===== src/rtl/lob_pkg.sv =====
// Shared codes, field widths and control types of the order book engine.
`default_nettype none
package lob_pkg;

  // Message kinds carried on the input tuser.
  localparam logic [2:0] REQ_ADD     = 3'd0;
  localparam logic [2:0] REQ_CANCEL  = 3'd1;
  localparam logic [2:0] REQ_DELETE  = 3'd2;
  localparam logic [2:0] REQ_REPLACE = 3'd3;
  localparam logic [2:0] REQ_EXEC    = 3'd4;

  // Result status carried on the output tuser.
  localparam logic [1:0] STAT_OK      = 2'd0;
  localparam logic [1:0] STAT_UNKNOWN = 2'd1;
  localparam logic [1:0] STAT_FULL    = 2'd2;
  localparam logic [1:0] STAT_DUP     = 2'd3;

  localparam int KEY_W     = 64;
  localparam int QTY_W     = 32;
  localparam int TOT_W     = 48;
  localparam int PRICE_W   = 12;
  localparam int ORD_W     = 13;
  localparam int REQ_W     = 3;
  localparam int STAT_W    = 2;
  localparam int IN_DATA_W = 176;
  localparam int OUT_DATA_W = 176;

  localparam logic [TOT_W-1:0] TOT_MAX = {TOT_W{1'b1}};

  // Command to the level total unit.
  typedef struct packed {
    logic             sub;
    logic [QTY_W-1:0] amount;
  } alu_req_t;

endpackage
`default_nettype wire


===== src/rtl/lob_count_alu.sv =====
// Saturating add and floor-at-zero subtract of a level's total quantity.
`default_nettype none
module lob_count_alu (
  input  wire logic [lob_pkg::TOT_W-1:0] tot_in,
  input  wire lob_pkg::alu_req_t         req,
  output logic      [lob_pkg::TOT_W-1:0] tot_out
);

  logic [lob_pkg::TOT_W:0]   sum;
  logic [lob_pkg::TOT_W-1:0] amt;

  always_comb begin
    amt = lob_pkg::TOT_W'(req.amount);
    sum = {1'b0, tot_in} + {1'b0, amt};
    if (req.sub) begin
      tot_out = (amt > tot_in) ? '0 : tot_in - amt;
    end else begin
      tot_out = sum[lob_pkg::TOT_W] ? lob_pkg::TOT_MAX : sum[lob_pkg::TOT_W-1:0];
    end
  end

endmodule
`default_nettype wire


===== config.mk =====
export PLATFORM = sky130hd
export DESIGN_NAME = lob_count_alu
export DESIGN_NICKNAME = d
export VERILOG_FILES = /design/src/rtl/lob_pkg.sv /design/src/rtl/lob_count_alu.sv
export SDC_FILE = /design/constraint.sdc
export NUM_CORES = 1
export LEC_CHECK = 0
export ABC_AREA = 0
export CAP_MARGIN = 20
export CORE_ASPECT_RATIO = 0.8
export CORE_MARGIN = 2
export CORE_UTILIZATION = 60
export DETAILED_ROUTE_END_ITERATION = 16
export DONT_BUFFER_PORTS = 1
export PLACE_DENSITY = 0.76
export SETUP_SLACK_MARGIN = 0.3
export SYNTH_ARGS = -nofsm -noshare
export SYNTH_HDL_FRONTEND = slang
export SYNTH_SLANG_ARGS = --single-unit

===== constraint.sdc =====
create_clock -name vclk -period 5.7
set_input_delay 0.285 -clock vclk [all_inputs]
set_output_delay 0.285 -clock vclk [all_outputs]
set_load 0.1 [all_outputs]

==> flow_summary.json <==
{
  "syn-mean-instance-area_sq_um": 6.14,
  "final_hold_viol_count": 0,
  "track_usage_pct": 41.9,
  "place.gp.congestion": 1.10,
  "synthToLayoutAreaGrowth_pct": 13.2,
  "mappedNetlistArea_sq_um": 5200,
  "post_cts_hold_buffer_count": 0,
  "finish.utilization_pct": 69.7,
  "antenna_found_initial": 0,
  "timing.critical_path.slowest_cell_delay_ps": 910,
  "layoutNonFillerInstCount": 941,
  "total_vias_in_the_final_route": 7034,
  "critical_path.n_buffers_inverters": 2,
  "numPortBuffers": 0,
  "synth-adder-area-share_pct": 16.2,
  "first_iter_violations": 932,
  "placed_area_sq_um": 5880,
  "synth_largest_area_cell": "sky130_fd_sc_hd__ha_1",
  "grt_first_pass_wirelength_um": 32300,
  "max-vdd-ir-drop_uv": 116,
  "first_global_vias": 6516,
  "layout_cell_area_excl_fill_sq_um": 5880,
  "status": "finished clean",
  "vias_per_cell": 7.48,
  "standby_leakage_power_nw": 2.48,
  "num_io_pins": 129,
  "route.final.wire_length_um": 20500,
  "antenna_violating_nets_post_route": 0,
  "n_fill_cell": 761,
  "synth-compound-area-share_pct": 44.2,
  "yosys_warnings": 0,
  "seqCellArea_sq_um": 0,
  "yosys.area_share.simple_pct": 30.1,
  "cap_violations": 0,
  "mostFrequentLayoutCells": "87 x sky130_fd_sc_hd__nor2_1, 68 x sky130_fd_sc_hd__nand2_1, 64 x sky130_fd_sc_hd__a21oi_1, 64 x sky130_fd_sc_hd__ha_1, 63 x sky130_fd_sc_hd__inv_1",
  "worst_path_maximum_fanout": 12,
  "data_required_time_of_the_critical_path_ps": 5410,
  "maximum_number_of_pins_on_one_net_before_global_route_repair": 73,
  "initial_utilization_pct": 61.5,
  "final_nets": 978,
  "synth_area_leaders": "sky130_fd_sc_hd__ha_1 15%, sky130_fd_sc_hd__a21oi_1 7.4%, sky130_fd_sc_hd__o21ai_0 6.4%",
  "die-area_sq_um": 9430,
  "grt_remaining_overflow": 0,
  "netlist.area_leader.share_pct": 15.4,
  "n_sequential_cell": 0,
  "syn-num-nets": 993,
  "synth_xor_xnor_area_share_pct": 0.674,
  "timing_max_transition_violations_final": 0,
  "cp_common_cell": "sky130_fd_sc_hd__inv_1",
  "antenna_cells": 0,
  "worstSetupStartpointType": "primary input",
  "critical-path-slowest-cell": "sky130_fd_sc_hd__a221oi_4",
  "max_freq_mhz": 205,
  "path_class": "primary input to output port",
  "detail_route.first_pass.iterations": 6,
  "timing_worst_slew_pin_value_ps": 1170,
  "setup_tns_ps": 0,
  "post_route_clock_period_utilization_pct": 85.6,
  "cp_top_family": "compound AO/OA/AOI/OAI gates",
  "numPlacedInstances": 941,
  "share_of_post_route_cells_with_drive_strength_above_1_pct": 11.0,
  "core.rowCount": 30,
  "detailed_place_hpwl_um": 15900,
  "relative_slew_slack_pct": 21.7,
  "grt_setup_unrepaired": "false",
  "yosys.cell_types.count": 70,
  "crit_chain": "inv_1 > ha_1 > inv_1 > a21o_1 > o311a_1 > a2111oi_0 > o21ai_1 > a21oi_2 > nor3_1 > xnor2_1 > a221oi_4",
  "layout.clock_buffers": 0,
  "powerDensity_nw_per_um2": 177,
  "crit_arrival_ps": 4590,
  "syn-instance-count": 846,
  "cts_resized": 0,
  "core_region_area_sq_um": 8450,
  "hold_class": "primary input to output port",
  "synth_sequential_area_ratio_pct": 0,
  "number_of_buffers_inserted_by_post_cts_setup_repair": 0,
  "critical_path.endpoint_type": "output port",
  "timing.final.setup_violations": 0,
  "finalCriticalPeriod_ps": 4880,
  "layout_commonest_cell": "sky130_fd_sc_hd__nor2_1",
  "dieWidth_um": 108,
  "remaining_drc_errors": 0,
  "synth_top_family_by_area": "compound AO/OA/AOI/OAI gates",
  "avgRoutedWirePerCell_um": 21.8,
  "proportion_of_synthesized_area_in_mux_cells_pct": 0.193,
  "die_height_um": 87.2
}
-- worst paths after layout --
path,end,startpoint,slack [ps],depth (start not counted)
hold / removal,tot_out[37],tot_in[37],750,1
setup / recovery,tot_out[46],req[21],820,11
-- power by group --
part | total [W] | switching (W) | internal (W)
clock | 0 | 0 | 0
sequential | 0 | 0 | 0
combinational | 0.00104 | 0.000746 | 0.000297
-- area by class of cell --
| cell class | count | area, sq um | area share, % |
|---|---|---|---|
| Inverter | 63 | 236 | 4.02 |
| Timing Repair Buffer | 38 | 526 | 8.93 |
| Multi-Input combinational cell | 728 | 4980 | 84.7 |
| Tap cell | 112 | 140 | 2.38 |
-- cells by family (layout without fill, tap and decap cells) --
| logic type | Yosys count | in the layout |
|---|---|---|
| simple gates | 315 | 315 |
| buf+inv | 118 | 101 |
| fa+ha+maj | 66 | 66 |
| mux | 1 | 1 |
| xor+xnor | 4 | 4 |
| compound gates | 342 | 342 |
-- synthesized netlist by cell type, drive strengths merged, types with 7 or more instances --
master,count
and2,7
o22ai,13
nand3,18
o211ai,16
o21bai,12
nand2,68
a211oi,20
nor2b,18
and3,13
a21oi,78
nor4,13
nor2,88
nor3,30
o21ai,69
a21o,16
nand2b,13
or3,8
ha,64
buf,8
nand4,14
clkbuf,47
inv,63
a221oi,10
a22oi,8
o31ai,12
a31oi,19
-- stage by stage --
step / hold WS, ps / setup slack (ps) / power (W)
finish: 750 / 823 / 0.00104
detailed placement: 749 / 993 / 0.00102
CTS: 749 / 1010 / 0.00102
global route: 751 / 673 / 0.00109
global placement: 750 / 1120 / 0.000982
floorplan: 958 / 473 / 0.000762
-- layer usage --
layer	GRT usage, %	up-vias	part of all wire (%)	wire (um)
met5	0	-	0	0
met4	13.8	0	3.8	786
met3	7.70	91	14	2850
met2	67.5	617	43	8840
met1	56.5	3170	39	8040
li1	-	3156	-	-
No activity file was read; power rests on OpenSTA's default activity.
